[config.mk]
export PLATFORM = sky130hd
export DESIGN_NAME = udp_flow_steering_classifier_top
export DESIGN_NICKNAME = d
export VERILOG_FILES = /design/src/hw/rtl/ufsc_pkg.sv /design/src/hw/rtl/udp_flow_steering_classifier_top.sv /design/src/hw/rtl/ufsc_ctrl.sv /design/src/hw/rtl/ufsc_dpath.sv
export SDC_FILE = /design/constraint.sdc
export NUM_CORES = 1
export LEC_CHECK = 0
export BUFFER_PORTS_ARGS = -buffer_cell sky130_fd_sc_hd__buf_2
export CORE_UTILIZATION = 35
export DETAILED_ROUTE_END_ITERATION = 10
export GPL_TIMING_DRIVEN = 0
export SETUP_SLACK_MARGIN = 0.05
export SLEW_MARGIN = 20
export SYNTH_ARGS = -nofsm -noshare
export SYNTH_HDL_FRONTEND = slang
export SYNTH_HIERARCHICAL = 1
export SYNTH_SLANG_ARGS = --single-unit
[constraint.sdc]
create_clock -name i_clk -period 13.69 [get_ports i_clk]
set_clock_uncertainty 0.15 [all_clocks]
set_input_delay 2.738 -clock i_clk [delete_from_list [all_inputs] [get_ports i_clk]]
set_output_delay 2.738 -clock i_clk [all_outputs]
set_load 0.02 [all_outputs]
[src/hw/rtl/ufsc_pkg.sv]
package ufsc_pkg;

    // Frame layout, byte offsets counted from the first byte on the wire.
    localparam int unsigned POS_W       = 6;
    localparam int unsigned HDR_ETH     = 14;
    localparam int unsigned HDR_IP_END  = 34;
    localparam int unsigned HDR_UDP_END = 42;

    localparam logic [POS_W-1:0] OFF_TYPE_HI  = POS_W'(12);
    localparam logic [POS_W-1:0] OFF_TYPE_LO  = POS_W'(13);
    localparam logic [POS_W-1:0] OFF_PROTO    = POS_W'(23);
    localparam logic [POS_W-1:0] OFF_DADDR_3  = POS_W'(30);
    localparam logic [POS_W-1:0] OFF_DADDR_2  = POS_W'(31);
    localparam logic [POS_W-1:0] OFF_DADDR_1  = POS_W'(32);
    localparam logic [POS_W-1:0] OFF_DADDR_0  = POS_W'(33);
    localparam logic [POS_W-1:0] OFF_SPORT_HI = POS_W'(34);
    localparam logic [POS_W-1:0] OFF_SPORT_LO = POS_W'(35);
    localparam logic [POS_W-1:0] OFF_DPORT_HI = POS_W'(36);
    localparam logic [POS_W-1:0] OFF_DPORT_LO = POS_W'(37);

    localparam logic [15:0] TYPE_IPV4 = 16'h0800;
    localparam logic [15:0] TYPE_ARP  = 16'h0806;
    localparam logic [7:0]  PROTO_UDP = 8'd17;

    // Field widths.
    localparam int unsigned QUEUE_W = 10;
    localparam int unsigned DIV_W   = 11;
    localparam int unsigned PORT_W  = 16;
    localparam int unsigned SOCK_W  = 10;
    localparam int unsigned IDX_W   = QUEUE_W + DIV_W + 1;
    localparam int unsigned STEP_W  = $clog2(PORT_W);

    // Configuration register indexes.
    localparam int unsigned CFG_IDX_W = 2;
    localparam logic [CFG_IDX_W-1:0] REG_BIND_ADDR = 2'd0;
    localparam logic [CFG_IDX_W-1:0] REG_BIND_PORT = 2'd1;
    localparam logic [CFG_IDX_W-1:0] REG_SOCK_PER_Q = 2'd2;

    typedef enum logic [1:0] {
        V_ABORT    = 2'd0,
        V_PASS     = 2'd1,
        V_REDIRECT = 2'd2
    } t_verdict;

    typedef enum logic [4:0] {
        S_IDLE = 5'b00001,
        S_EVAL = 5'b00010,
        S_DIV  = 5'b00100,
        S_MUL  = 5'b01000,
        S_OUT  = 5'b10000
    } t_state;

    // Commands from the controller to the datapath.
    typedef struct packed {
        logic take_byte;
        logic eval;
        logic div_step;
        logic mul;
        logic out_load;
    } t_cmd;

    // Status from the datapath to the controller.
    typedef struct packed {
        logic steer;
        logic div_last;
        logic out_free;
    } t_stat;

endpackage

[src/hw/rtl/udp_flow_steering_classifier_top.sv]
// Frame bytes are taken one per cycle while the block is between verdicts.
// After a frame's last byte, input stalls: the verdict is registered after an evaluate state for
// aborted or passed frames, and after the evaluate state, a 16-step bit-serial remainder unit
// and a multiply-add state for steered frames; it waits longer if the output is held.
// Reset (i_rst_n low, synchronous) clears the byte count, the captured header,
// the output valid and the bind registers; sockets_per_queue resets to 1.
module udp_flow_steering_classifier_top #(
    parameter int unsigned MAP_ENTRIES = 1024
) (
    input  logic                               i_clk,
    input  logic                               i_rst_n,
    // Byte stream in.
    input  logic                               s_axis_tvalid,
    output logic                               s_axis_tready,
    input  logic [7:0]                         s_axis_tdata,  // [7:0] frame_byte
    input  logic                               s_axis_tlast,  // last_byte
    input  logic [ufsc_pkg::QUEUE_W-1:0]       s_axis_tuser,  // [9:0] queue_number
    // Verdict out.
    output logic                               m_axis_tvalid,
    input  logic                               m_axis_tready,
    output logic [15:0]                        m_axis_tdata,  // [9:0] socket_index
    output logic [1:0]                         m_axis_tuser,  // [1:0] verdict
    // Configuration writes.
    input  logic                               i_cfg_valid,
    output logic                               o_cfg_ready,
    input  logic [ufsc_pkg::CFG_IDX_W-1:0]     i_cfg_index,
    input  logic [31:0]                        i_cfg_data
);
    import ufsc_pkg::*;

    t_cmd              cmd;
    t_stat             stat;
    t_verdict          verdict;
    logic [SOCK_W-1:0] socket_index;

    assign o_cfg_ready = 1'b1;

    ufsc_ctrl u_ctrl (
        .i_clk        (i_clk),
        .i_rst_n      (i_rst_n),
        .i_byte_valid (s_axis_tvalid),
        .i_byte_last  (s_axis_tlast),
        .o_byte_ready (s_axis_tready),
        .i_stat       (stat),
        .o_cmd        (cmd)
    );

    ufsc_dpath #(
        .MAP_ENTRIES (MAP_ENTRIES)
    ) u_dpath (
        .i_clk          (i_clk),
        .i_rst_n        (i_rst_n),
        .i_cmd          (cmd),
        .o_stat         (stat),
        .i_frame_byte   (s_axis_tdata),
        .i_last_byte    (s_axis_tlast),
        .i_queue_number (s_axis_tuser),
        .i_cfg_write    (i_cfg_valid),
        .i_cfg_index    (i_cfg_index),
        .i_cfg_data     (i_cfg_data),
        .i_out_ready    (m_axis_tready),
        .o_out_valid    (m_axis_tvalid),
        .o_verdict      (verdict),
        .o_socket_index (socket_index)
    );

    assign m_axis_tuser = verdict;
    assign m_axis_tdata = {(16 - SOCK_W)'(0), socket_index};

endmodule

[src/hw/rtl/ufsc_ctrl.sv]
module ufsc_ctrl (
    input  logic           i_clk,
    input  logic           i_rst_n,
    input  logic           i_byte_valid,
    input  logic           i_byte_last,
    output logic           o_byte_ready,
    input  ufsc_pkg::t_stat i_stat,
    output ufsc_pkg::t_cmd  o_cmd
);
    import ufsc_pkg::*;

    t_state r_state;
    t_state n_state;

    // Bytes are taken only while no verdict is being worked out.
    assign o_byte_ready = (r_state == S_IDLE);

    always_comb begin
        o_cmd           = '0;
        o_cmd.take_byte = (r_state == S_IDLE) && i_byte_valid;
        o_cmd.eval      = (r_state == S_EVAL);
        o_cmd.div_step  = (r_state == S_DIV);
        o_cmd.mul       = (r_state == S_MUL);
        o_cmd.out_load  = (r_state == S_OUT) && i_stat.out_free;
    end

    // Next state.
    always_comb begin
        n_state = r_state;
        unique case (r_state)
            S_IDLE: begin
                if (i_byte_valid && i_byte_last) begin
                    n_state = S_EVAL;
                end
            end
            S_EVAL: begin
                n_state = i_stat.steer ? S_DIV : S_OUT;
            end
            S_DIV: begin
                if (i_stat.div_last) begin
                    n_state = S_MUL;
                end
            end
            S_MUL: begin
                n_state = S_OUT;
            end
            S_OUT: begin
                if (i_stat.out_free) begin
                    n_state = S_IDLE;
                end
            end
            default: begin
                n_state = S_IDLE;
            end
        endcase
    end

    always_ff @(posedge i_clk) begin
        if (!i_rst_n) begin
            r_state <= S_IDLE;
        end else begin
            r_state <= n_state;
        end
    end

    // The divider runs its full count before the multiply.
    a_div_holds: assert property (@(posedge i_clk) disable iff (!i_rst_n)
        (r_state == S_DIV && !i_stat.div_last) |=> (r_state == S_DIV))
        else $error("divider left before its last step");

    // A last byte always starts an evaluation.
    a_last_evals: assert property (@(posedge i_clk) disable iff (!i_rst_n)
        (o_cmd.take_byte && i_byte_last) |=> (r_state == S_EVAL))
        else $error("last byte did not start evaluation");

    // A free output register takes the verdict and the block goes back to bytes.
    a_out_done: assert property (@(posedge i_clk) disable iff (!i_rst_n)
        (r_state == S_OUT && i_stat.out_free) |=> (r_state == S_IDLE))
        else $error("verdict not handed over");

endmodule

[src/hw/rtl/ufsc_dpath.sv]
module ufsc_dpath #(
    parameter int unsigned MAP_ENTRIES = 1024
) (
    input  logic                               i_clk,
    input  logic                               i_rst_n,
    input  ufsc_pkg::t_cmd                     i_cmd,
    output ufsc_pkg::t_stat                    o_stat,
    // Incoming item fields.
    input  logic [7:0]                         i_frame_byte,
    input  logic                               i_last_byte,
    input  logic [ufsc_pkg::QUEUE_W-1:0]       i_queue_number,
    // Configuration writes.
    input  logic                               i_cfg_write,
    input  logic [ufsc_pkg::CFG_IDX_W-1:0]     i_cfg_index,
    input  logic [31:0]                        i_cfg_data,
    // Result register.
    input  logic                               i_out_ready,
    output logic                               o_out_valid,
    output ufsc_pkg::t_verdict                 o_verdict,
    output logic [ufsc_pkg::SOCK_W-1:0]        o_socket_index
);
    import ufsc_pkg::*;

    // Configuration registers.
    logic [31:0]        r_bind_addr;
    logic [PORT_W-1:0]  r_bind_port;
    logic [DIV_W-1:0]   r_sock_per_q;

    // Header capture.
    logic [POS_W-1:0]   r_pos;
    logic [POS_W-1:0]   r_len;
    logic [15:0]        r_type;
    logic [7:0]         r_proto;
    logic [31:0]        r_daddr;
    logic [PORT_W-1:0]  r_sport;
    logic [PORT_W-1:0]  r_dport;
    logic [QUEUE_W-1:0] r_queue;

    // Steering arithmetic.
    t_verdict           r_pre_verdict;
    logic               r_steer;
    logic [PORT_W-1:0]  r_dividend;
    logic [DIV_W-1:0]   r_rem;
    logic [STEP_W-1:0]  r_step;
    logic [IDX_W-1:0]   r_idx;

    // Result register.
    logic               r_o_valid;
    t_verdict           r_o_verdict;
    logic [SOCK_W-1:0]  r_o_index;

    logic [POS_W-1:0]   n_len;
    logic [DIV_W-1:0]   div_eff;
    t_verdict           eval_verdict;
    logic               eval_steer;
    logic [PORT_W-1:0]  eval_port;
    logic [DIV_W:0]     rem_sh;
    logic [DIV_W-1:0]   n_rem;
    logic [IDX_W-1:0]   n_idx;
    t_verdict           fin_verdict;
    logic [SOCK_W-1:0]  fin_index;

    // A divisor of zero counts as one.
    assign div_eff = (r_sock_per_q == '0) ? DIV_W'(1) : r_sock_per_q;

    // Byte count after this byte, held at the end of the UDP header.
    assign n_len = (r_pos >= POS_W'(HDR_UDP_END)) ? POS_W'(HDR_UDP_END) : r_pos + POS_W'(1);

    // Frame classification from the captured header.
    always_comb begin
        eval_verdict = V_PASS;
        eval_steer   = 1'b0;
        eval_port    = '0;
        if (r_len < POS_W'(HDR_ETH)) begin
            eval_verdict = V_ABORT;
        end else if (r_type == TYPE_IPV4) begin
            if (r_len < POS_W'(HDR_IP_END)) begin
                eval_verdict = V_ABORT;
            end else if (r_daddr != r_bind_addr || r_proto != PROTO_UDP) begin
                eval_verdict = V_PASS;
            end else if (r_len < POS_W'(HDR_UDP_END)) begin
                eval_verdict = V_ABORT;
            end else if (r_dport != r_bind_port) begin
                eval_verdict = V_PASS;
            end else begin
                eval_steer = 1'b1;
                eval_port  = r_sport;
            end
        end else if (r_type == TYPE_ARP) begin
            eval_steer = 1'b1;
        end
    end

    // One restoring division step per cycle, most significant bit first.
    assign rem_sh = {r_rem, r_dividend[PORT_W-1]};
    assign n_rem  = (rem_sh >= {1'b0, div_eff}) ? DIV_W'(rem_sh - {1'b0, div_eff})
                                                 : DIV_W'(rem_sh);

    assign n_idx = IDX_W'(r_queue) * IDX_W'(div_eff) + IDX_W'(r_rem);

    // Final verdict once the index is known.
    always_comb begin
        fin_verdict = r_pre_verdict;
        fin_index   = '0;
        if (r_steer) begin
            if (r_idx < IDX_W'(MAP_ENTRIES)) begin
                fin_verdict = V_REDIRECT;
                fin_index   = r_idx[SOCK_W-1:0];
            end else begin
                fin_verdict = V_PASS;
            end
        end
    end

    assign o_stat.steer    = eval_steer;
    assign o_stat.div_last = (r_step == STEP_W'(PORT_W - 1));
    assign o_stat.out_free = !r_o_valid || i_out_ready;

    assign o_out_valid    = r_o_valid;
    assign o_verdict      = r_o_verdict;
    assign o_socket_index = r_o_index;

    // Configuration registers; unknown indexes are ignored.
    always_ff @(posedge i_clk) begin
        if (!i_rst_n) begin
            r_bind_addr  <= '0;
            r_bind_port  <= '0;
            r_sock_per_q <= DIV_W'(1);
        end else if (i_cfg_write) begin
            unique case (i_cfg_index)
                REG_BIND_ADDR:  r_bind_addr  <= i_cfg_data;
                REG_BIND_PORT:  r_bind_port  <= i_cfg_data[PORT_W-1:0];
                REG_SOCK_PER_Q: r_sock_per_q <= i_cfg_data[DIV_W-1:0];
                default: begin
                end
            endcase
        end
    end

    // Byte counter and header capture at fixed offsets.
    always_ff @(posedge i_clk) begin
        if (!i_rst_n) begin
            r_pos   <= '0;
            r_len   <= '0;
            r_type  <= '0;
            r_proto <= '0;
            r_daddr <= '0;
            r_sport <= '0;
            r_dport <= '0;
            r_queue <= '0;
        end else if (i_cmd.take_byte) begin
            if (r_pos == '0) begin
                r_queue <= i_queue_number;
            end
            unique case (r_pos)
                OFF_TYPE_HI:  r_type[15:8]   <= i_frame_byte;
                OFF_TYPE_LO:  r_type[7:0]    <= i_frame_byte;
                OFF_PROTO:    r_proto        <= i_frame_byte;
                OFF_DADDR_3:  r_daddr[31:24] <= i_frame_byte;
                OFF_DADDR_2:  r_daddr[23:16] <= i_frame_byte;
                OFF_DADDR_1:  r_daddr[15:8]  <= i_frame_byte;
                OFF_DADDR_0:  r_daddr[7:0]   <= i_frame_byte;
                OFF_SPORT_HI: r_sport[15:8]  <= i_frame_byte;
                OFF_SPORT_LO: r_sport[7:0]   <= i_frame_byte;
                OFF_DPORT_HI: r_dport[15:8]  <= i_frame_byte;
                OFF_DPORT_LO: r_dport[7:0]   <= i_frame_byte;
                default: begin
                end
            endcase
            if (i_last_byte) begin
                r_len <= n_len;
                r_pos <= '0;
            end else begin
                r_pos <= n_len;
            end
        end
    end

    // Steering: classify, divide, then multiply and add.
    always_ff @(posedge i_clk) begin
        if (i_cmd.eval) begin
            r_pre_verdict <= eval_verdict;
            r_steer       <= eval_steer;
            r_dividend    <= eval_port;
            r_rem         <= '0;
            r_step        <= '0;
        end else if (i_cmd.div_step) begin
            r_dividend <= {r_dividend[PORT_W-2:0], 1'b0};
            r_rem      <= n_rem;
            r_step     <= r_step + STEP_W'(1);
        end
        if (i_cmd.mul) begin
            r_idx <= n_idx;
        end
    end

    // Output register.
    always_ff @(posedge i_clk) begin
        if (!i_rst_n) begin
            r_o_valid <= 1'b0;
        end else if (i_cmd.out_load) begin
            r_o_valid <= 1'b1;
        end else if (i_out_ready) begin
            r_o_valid <= 1'b0;
        end
    end

    always_ff @(posedge i_clk) begin
        if (i_cmd.out_load) begin
            r_o_verdict <= fin_verdict;
            r_o_index   <= fin_index;
        end
    end

    a_pos_sat: assert property (@(posedge i_clk) disable iff (!i_rst_n)
        r_pos <= POS_W'(HDR_UDP_END))
        else $error("byte count beyond header end");

    a_index_zero: assert property (@(posedge i_clk) disable iff (!i_rst_n)
        (r_o_valid && r_o_verdict != V_REDIRECT) |-> (r_o_index == '0))
        else $error("socket index set without redirect");

    a_load_valid: assert property (@(posedge i_clk) disable iff (!i_rst_n)
        i_cmd.out_load |=> r_o_valid)
        else $error("loaded verdict not shown");

endmodule
Word level (Yosys, flattened, before mapping)
Cells that the tools add are included.
- memories kept: 0
- memory bits (writable): 0
- register bits after elaboration: 243
- memory bits (read-only): 0
- output and inout bits: 21
- latch bits: 0
- eq/ne operators: 27
- multipliers: 1
- divide/modulo/power cells: 0
- magnitude comparators: 6
- add/subtract/negate cells: 4
- reductions and logical operators: 30
- bitwise logic cells: 1
- mux-type cells: 32
- shifts and indexed selects: 0
- operator list (cell ; number):
    $mux 16 ; 8
    $eq 6x6->1 const B ; 6
    $reduce_and 2->1 ; 17
    $eq 16x12->1 const B ; 2
    $ne 32x32->1 ; 1
    $pmux 5 s5 ; 1
    $add 21x11->22 ; 1
    $lt 22x11->1 const B ; 1
    $mux 11 ; 2
    $mul 10x11->21 ; 1
    $mux 5 ; 4
    $eq 6x5->1 const B ; 3
    $ne 16x16->1 ; 1
    $mux 1 ; 13
    $eq 6x4->1 const B ; 2
    $ge 12x11->1 ; 1
    $lt 6x6->1 const B ; 2
    $mux 6 ; 2
    $logic_not 11->1 ; 1
    $sub 11x11->11 ; 1
    $ne 8x5->1 const B ; 1
    $add 6x1->6 const B ; 1
    $ge 6x6->1 const B ; 1
    $logic_not 6->1 ; 1
    20 further kinds ; 27

Depth between registers and ports, before layout
Gate-level depths: netlist of run 1.
- depth in word-level cells: 9
- mapped depth: 20
- gate-level depth less buffers: 19

Cells and area by module
Netlist of run 1, hierarchy kept.
- by module, submodules not included (module ; instances ; cells each ; area each (µm²)):
    ufsc_dpath ; 1 ; 1552 ; 14551.5
    ufsc_ctrl ; 1 ; 37 ; 309.0
    udp_flow_steering_classifier_top ; 1 ; 9 ; 60.1

Worst setup path after synthesis of run 1
No wires, ideal clock.
- path kind: register to register
- start: register u_dpath.r_sock_per_q[10]
- end: register u_dpath.r_idx[19] (data pin)
- data arrival time: 5.281 ns
- slack: 7.994 ns
- path buffers: 1
- setup time: 0.266 ns
- cell stages (with the launch flop): 20
- cells stage by stage: dfxtp_1 > nor4_1 > a41o_1 > clkbuf_1 > nand2_1 > fa_1 > fa_1 > inv_1 > fa_1 > fa_1 > inv_1 > fa_1 > inv_1 > ha_1 > o211a_1 > and3_1 > a21o_1 > a2111oi_0 > nor3_1 > xor2_1
- longest elaborated chain between the ends: 4
- ends and longest elaborated chain (element ; RTL line ; source):
    from (decl) ; ufsc_dpath.sv:27 ; logic [DIV_W-1:0] r_sock_per_q;
    from (signal assigned) ; ufsc_dpath.sv:133 ; REG_SOCK_PER_Q: r_sock_per_q <= i_cfg_data[DIV_W-1:0];
    $logic_not 11->1 ; ufsc_dpath.sv:64 ; assign div_eff = (r_sock_per_q == '0) ? DIV_W'(1) : r_sock_per_q;
    $mux 11 (*) ; ufsc_dpath.sv:64 ;
    $mul 10x11->21 (*) ; ufsc_dpath.sv:99 ; assign n_idx = IDX_W'(r_queue) * IDX_W'(div_eff) + IDX_W'(r_rem);
    $add 21x11->22 (*) ; ufsc_dpath.sv:99 ;
    named net u_dpath.n_idx[19] ; ufsc_dpath.sv:59 ; logic [IDX_W-1:0] n_idx;
    to (signal assigned) ; ufsc_dpath.sv:193 ; r_idx <= n_idx;
    to (decl) ; ufsc_dpath.sv:45 ; logic [IDX_W-1:0] r_idx;
Mark *: on every way through the listed nets, which the timed path passes. The rest lies on a longest branch.
A chain may end at the register's enable or synchronous reset.

Worst setup path after layout of run 1
Ends and elaborated chain as after synthesis.

==> results.toml, run 1 <==
[setup_path]
worstPathRequired_ps = 13840
r2r_cells = 19
r2r_start = "u_dpath/r_sock_per_q[10]$_SDFFE_PN0P_"
crit_start = "u_dpath/r_sock_per_q[10]$_SDFFE_PN0P_"
end_kind = "flop"
crit_end = "u_dpath/r_idx[19]$_DFFE_PP_"
worst_ep_arrival_time_ps = 6500
crit_type = "flop to flop"
r2r_setup_slack_ps = 7340
cp_max_fo = 10
rr_endpoint = "u_dpath/r_idx[19]$_DFFE_PP_"
crit_path_start_kind = "flop"

[timing]
maxSlewHeadroom = 0.341
min_period_over_period = 0.464
fmax_mhz = 158
worst_slack_ps = 7340
drv_slew = 0
hold_viol_final = 0
finalSetupTns_ps = 0
grt_setup_unrepaired = "false"
period_needed_ps = 6350
tightest_slew_ps = 985
timing.hold.ws_ps = 319
setup_violations = 0

[drt]
drt-pass1-iter-count = 5
drcViolationCount = 0
first_iter_violations = 540
vias_per_cell = 4.91
vias = 11100
wire_per_inst_um = 16.4
ant_nets = 0
wl_mm = 37.1

[clock_network]
cts_buffer_depth = 3
tritoncts = "done"
htree_levels = 1
cts-resized-gates = 0
postCtsSetupRepairBufs = 0
cts_sinks = 241
hold_buffers = 0
numCtsBuffers = 27
clk_pin_slew_worst_paths_ps = 60
cts-root-buf = "clkbuf_16"
clk_latency_ps = 570

[synth]
synth_top_family_by_area = "simple AND/OR/NAND/NOR gates"
synth_area_um2 = 14900
ys_seq_elements = 241
avgSynthCellArea_um2 = 9.34
synthTopCellsByArea = "dfxtp_1, fa_1, edfxtp_1"
synth_compound_area_frac = 0.103
synthArstFlopShare = 0
seq_area_frac_synth = 0.358
synth_ff_type = "dfxtp_1"
yosys.area.top_type = "dfxtp_1"
synth_cell_type_count = 67
synth_most_common_cell = "nand2_1"
muxShareOfSynthArea = 0.0590
syn_inst = 1598
synth_edf_count = 52
synth_xor_area_frac = 0.0434
ys_warn_count = 6
yosys-top-cells-count = "nand2_1, dfxtp_1, inv_1, nor2b_1, mux2i_1"
synth_top_area_share = 0.254
synthSimpleGateAreaFrac = 0.197
synth-adder-area-share = 0.177

[min_path]
min_path_cells = 2
hold_path.class = "flop to flop"
hp-start = "u_dpath/r_sport[2]$_SDFFE_PN0P_"

[outcome]
outcome = "complete, no violations"

[global_routing]
grt_max_degree = 23
grt_pass1_vias = 11200
antenna_found_initial = 1
overflow = 0
grt_busiest_layer = "met2"
grt_pass1_wl_mm = 59.4
grtUsageTotal = 0.171
use_met1 = 0.222
use_met3 = 0.0270
grtUsageMet2 = 0.288

[layout]
nets = 1923
antennaDiodeCount = 0
drive_gt1_frac = 0.0847
area_growth_pct = 13.7

[floorplan]
dieArea_um2 = 43500
ios = 79
rows = 75
start_util = 0.355
fp.dieW_um = 208
die_h_um = 208
fp.coreArea_um2 = 42000

[placed_design]
gp_congestion = 0.886
place_ws_ps = 7400
hpwl_mm = 28.3
io_buffers = 71

[pwr]
vdd_drop_max_mv = 0.0835
powerDensity_nw_per_um2 = 102
p_leak_nw = 6.86

[job]
drv_cap = 0
-- how the worst min path moves through the flow --
stage                                                  end  slack, ps
after global routing      u_dpath/r_sport[12]$_SDFFE_PN0P_        350
after global placement     u_dpath/r_daddr[5]$_SDFFE_PN0P_        310
after floorplan            u_dpath/r_sport[0]$_SDFFE_PN0P_        290
after detailed placement   u_dpath/r_sport[2]$_SDFFE_PN0P_        320
final                      u_dpath/r_sport[2]$_SDFFE_PN0P_        320
after CTS                  u_dpath/r_sport[2]$_SDFFE_PN0P_        330
-- report_power, final --
group	leakage, nW	internal, W	total (W)	switching [W]
sequential	2.01	0.000739	0.000753	0.0000144
clock	0.488	0.000481	0.000788	0.000307
combinational	4.36	0.0000781	0.000198	0.000119
-- flip-flops by register name (all words and copies together) (netlist names), 6 cells and up --
name                    cells
u_dpath/o_socket_index     10
u_dpath/r_sock_per_q       11
u_dpath/r_dividend         16
u_dpath/r_sport            16
u_dpath/r_pos               6
u_dpath/r_rem              11
u_dpath/r_bind_port        16
u_dpath/r_idx              22
u_dpath/r_dport            16
u_dpath/r_bind_addr        32
u_dpath/r_proto             8
u_dpath/r_type             16
u_dpath/r_daddr            32
u_dpath/r_queue            10
-- through the flow --
stage | total power [W] | area (um^2) | utilization | instances
global placement | 0.000963 | 16000 | 0.380 | 2213
floorplan | 0.000901 | 14900 | - | 1603
global route | 0.00181 | 17000 | 0.404 | 2263
CTS | 0.00176 | 17000 | 0.404 | 2263
detailed placement | 0.000965 | 16000 | 0.380 | 2214
finish | 0.00174 | 17000 | 0.404 | 2263
-- layout by cell type (no fill, tap or decap), drive strengths merged, types with 58 or more instances in the layout --
cell type / synthesis / layout
xnor2: 58 / 58
a21boi: 83 / 83
nor2b: 104 / 104
buf: 13 / 85
clkbuf: 79 / 121
dfxtp: 189 / 189
ha: 78 / 78
nand2: 241 / 241
fa: 83 / 83
inv: 144 / 145
mux2i: 88 / 88
-- routing by layer --
layer / vias up / wire, um
met3: 69 / 1470
met5: - / 0
li1: 5493 / -
met4: 0 / 1310
met2: 237 / 17200
met1: 5318 / 17200
-- logic make-up after synthesis --
family	count (synthesis)
adders and majority gates	161
muxes	88
xor gates and xnor gates	74
and+or+nand+nor	580
other	2
DFF	241
buffers and inverters	236
AOI/OAI and AO/OA	216
-- critical path, cell delays in order, from the launching register on --
cell	delay [ps]
dfxtp_1	390
nor4_1	310
a41o_1	230
clkbuf_1	410
nand2_1	160
fa_1	530
fa_1	550
inv_1	50
fa_1	500
fa_1	540
inv_1	50
fa_1	520
inv_1	40
ha_1	340
a21oi_1	270
o21ai_0	140
a21o_1	230
a2111oi_0	390
nor3_1	130
xor2_1	160
-- cell type report --
class | count | area, um^2
Timing Repair Buffer | 72 | 363
Clock buffer | 42 | 881
Inverter | 144 | 541
Buffer | 92 | 384
Sequential cell | 241 | 5350
Tap cell | 539 | 674
Fill cell | 4244 | 25100
Multi-Input combinational cell | 1126 | 8680
Clock inverter | 7 | 100
No activity file was read; power rests on OpenSTA's default activity.
==> run 2, diff against run 1 <==
--- a/config.mk
+++ b/config.mk
@@ -5,6 +5,7 @@
 export SDC_FILE = /design/constraint.sdc
 export NUM_CORES = 1
 export LEC_CHECK = 0
+export ABC_AREA = 1
 export BUFFER_PORTS_ARGS = -buffer_cell sky130_fd_sc_hd__buf_2
 export CORE_UTILIZATION = 35
 export DETAILED_ROUTE_END_ITERATION = 10
==> constraint.sdc (replaced) <==
create_clock -name i_clk -period 6.6 [get_ports i_clk]
set_clock_uncertainty 0.15 [all_clocks]
set_input_delay 1.32 -clock i_clk [delete_from_list [all_inputs] [get_ports i_clk]]
set_output_delay 1.32 -clock i_clk [all_outputs]
set_load 0.02 [all_outputs]
==> run 2 against run 1 <==
Compared with the run above:
- fmax rose by 11%
- non-clock buffer count fell by 8
- critical path depth rose by 1
- sequential cell count did not move
- routed wire length rose by 11%
- synthesized area rose by 4.0%
- count of clock-buffer cells in the layout did not move
- clock power rose by 93%
- total power rose by 140%
- sequential power rose by 120%
- critical path type unchanged
- largest cell class unchanged
- largest power group is now registers
==> results.toml, run 2 <==
[floorplan]
die_h_um = 213
fp.dieW_um = 213
start_util = 0.358
fp.coreArea_um2 = 43400
rows = 76
ios = 79
dieArea_um2 = 45200

[pwr]
intPower_w = 0.00279
p_total_w = 0.00412
combPwrFrac = 0.235
seqPwrFrac = 0.395
powerDensity_nw_per_um2 = 235
switchingPower_w = 0.00132
clkPwrFrac = 0.369
p_leak_nw = 8.38
vdd_drop_max_mv = 0.172
switching_share = 0.322

[timing]
hold_viol_final = 0
drv_slew = 0
grt_setup_unrepaired = "false"
setup_violations = 0
maxSlewHeadroom = 0.308
period_needed_ps = 5720
timing.hold.ws_ps = 294
min_period_over_period = 0.866
finalSetupTns_ps = 0
tightest_slew_ps = 1040
fmax_mhz = 175

[clock_network]
clk_pin_slew_worst_paths_ps = 60
htree_levels = 1
cts-resized-gates = 0
tritoncts = "done"
cts_buffer_depth = 3
cts_sinks = 241
postCtsSetupRepairBufs = 0
hold_buffers = 0
cts-root-buf = "clkbuf_16"
numCtsBuffers = 28
clk_latency_ps = 580

[synth]
synth_cell_type_count = 48
syn_inst = 2093
synthArstFlopShare = 0
yosys.area.top_type = "dfxtp_1"
ys_seq_elements = 241
yosys-top-cells-count = "nand2_1, inv_1, nor2_1, dfxtp_1, o21ai_0"
ys_warn_count = 6
synth_area_um2 = 15500
seq_area_frac_synth = 0.344
synth_top_area_share = 0.244
synthTopCellsByArea = "dfxtp_1, fa_1, edfxtp_1"
synth_most_common_cell = "nand2_1"
avgSynthCellArea_um2 = 7.42
synth_ff_type = "dfxtp_1"
synth_edf_count = 52

[drt]
vias = 13400
drcViolationCount = 0
wire_per_inst_um = 14.7
vias_per_cell = 4.76
ant_nets = 0
first_iter_violations = 809
wl_mm = 41.3
drt-pass1-iter-count = 6

[setup_path]
worstPathRequired_ps = 6760
crit_path_start_kind = "flop"
crit_type = "flop to flop"
cp_max_fo = 5
end_kind = "flop"
worst_ep_arrival_time_ps = 5880

[placed_design]
hpwl_mm = 32.0
dpl.cell_count = 2754
gp_congestion = 0.897
io_buffers = 71

[layout]
largestRegisters = "u_dpath/r_bind_addr: 32 flops, u_dpath/r_daddr: 32 flops, u_dpath/r_idx: 22 flops"
nets = 2418
instances_no_fill = 2806
drive_gt1_frac = 0.0874
final_core_util = 0.404
area_growth_pct = 13.0
mostFrequentLayoutCells = "nand2_1, inv_1, nor2_1"
final_common_cell = "nand2_1"

[min_path]
hold_path.class = "flop to flop"

[outcome]
outcome = "complete, no violations"

[global_routing]
overflow = 0
grt_max_degree = 23
grt_pass1_wl_mm = 66.9
antenna_found_initial = 0
grtUsageTotal = 0.187
grt_pass1_vias = 13000

[job]
drv_cap = 0
run 2: cell count changes after synthesis, sizes merged, moves of 55 or more:
cell / change
inv: +255
and2: -55
a21boi: -82
nor2: +201
nand2: +175
mux2i: -88
o21ai: +170
a21oi: +126
nor2b: -104
run 2: per-layer routing:
metal  wire length [um]  up-vias  part of all wire  global-route usage
li1                   -     6756                 -                   -
met1              18700     6263              0.45               0.243
met2              19800      284              0.48               0.327
met3               1860       67             0.045              0.0226
met4                931        0             0.023              0.0504
met5                  0        -                 0                   0
run 2: worst max-delay path, cell delays in order (launching register included):
cell and delay [ps]:
dfxtp_1 330, nor4_1 270, nand3_1 100, nand2_1 270, nand2_1 150, fa_1 530, fa_1 550, inv_1 50
fa_1 500, fa_1 540, inv_1 50, fa_1 520, inv_1 40, ha_1 340, nand2_1 100, nor2_1 140
nand2_1 70, o21ai_0 390, nand3b_1 170, nand3_1 100, nand2_1 50
run 2: cell type report:
cell class                 instances  area, um^2
antenna                            1        2.50
buffer                            85         390
clock buffer                      42         803
clock inverter                     9         103
fill                            4502       25800
inverter                         402        1510
multi-input combinational       1370        8300
sequential                       241        5350
tap                              585         732
timing repair buffer              71         355
run 2: power by group through the flow:
stage	clock network (W)	registers [W]	logic (W)
2_1_floorplan	0	0.00164	0.000717
3_3_place_gp	0	0.00166	0.000950
3_5_place_dp	0	0.00166	0.000962
4_1_cts	0.00155	0.00163	0.000971
5_1_grt	0.00161	0.00164	0.00111
6_report	0.00152	0.00163	0.000969
run 2: path summary, 6_finish.rpt:
path | startpoint | endpoint | slack (ps) | depth (start not counted)
worst max-delay path | u_dpath/r_sock_per_q[0]$_SDFFE_PN1P_ | u_dpath/r_idx[20]$_DFFE_PP_ | 880 | 20
worst min-delay path | u_dpath/r_type[13]$_SDFFE_PN0P_ | u_dpath/r_type[13]$_SDFFE_PN0P_ | 290 | 2
worst max register to register | u_dpath/r_sock_per_q[0]$_SDFFE_PN1P_ | u_dpath/r_idx[20]$_DFFE_PP_ | 880 | 20
worst min register to register | u_dpath/r_type[13]$_SDFFE_PN0P_ | u_dpath/r_type[13]$_SDFFE_PN0P_ | 290 | 2
run 2: cell families after synthesis:
| group | count (synthesis) | synth area share |
|---|---|---|
| compound gates | 372 | 0.124 |
| simple gates | 793 | 0.218 |
| other cells | 2 | 0.000484 |
| buf+inv | 487 | 0.122 |
| xor+xnor | 37 | 0.0209 |
| flops | 241 | 0.344 |
| fa+ha+maj | 161 | 0.170 |
run 2: per-stage QoR:
stage                     worst slack [ps]  instance area (um^2)
after floorplan                       1490                 15500
after global placement                 899                 16600
after detailed placement               912                 16600
after CTS                              868                 17500
after global routing                   540                 17500
final                                  882                 17500
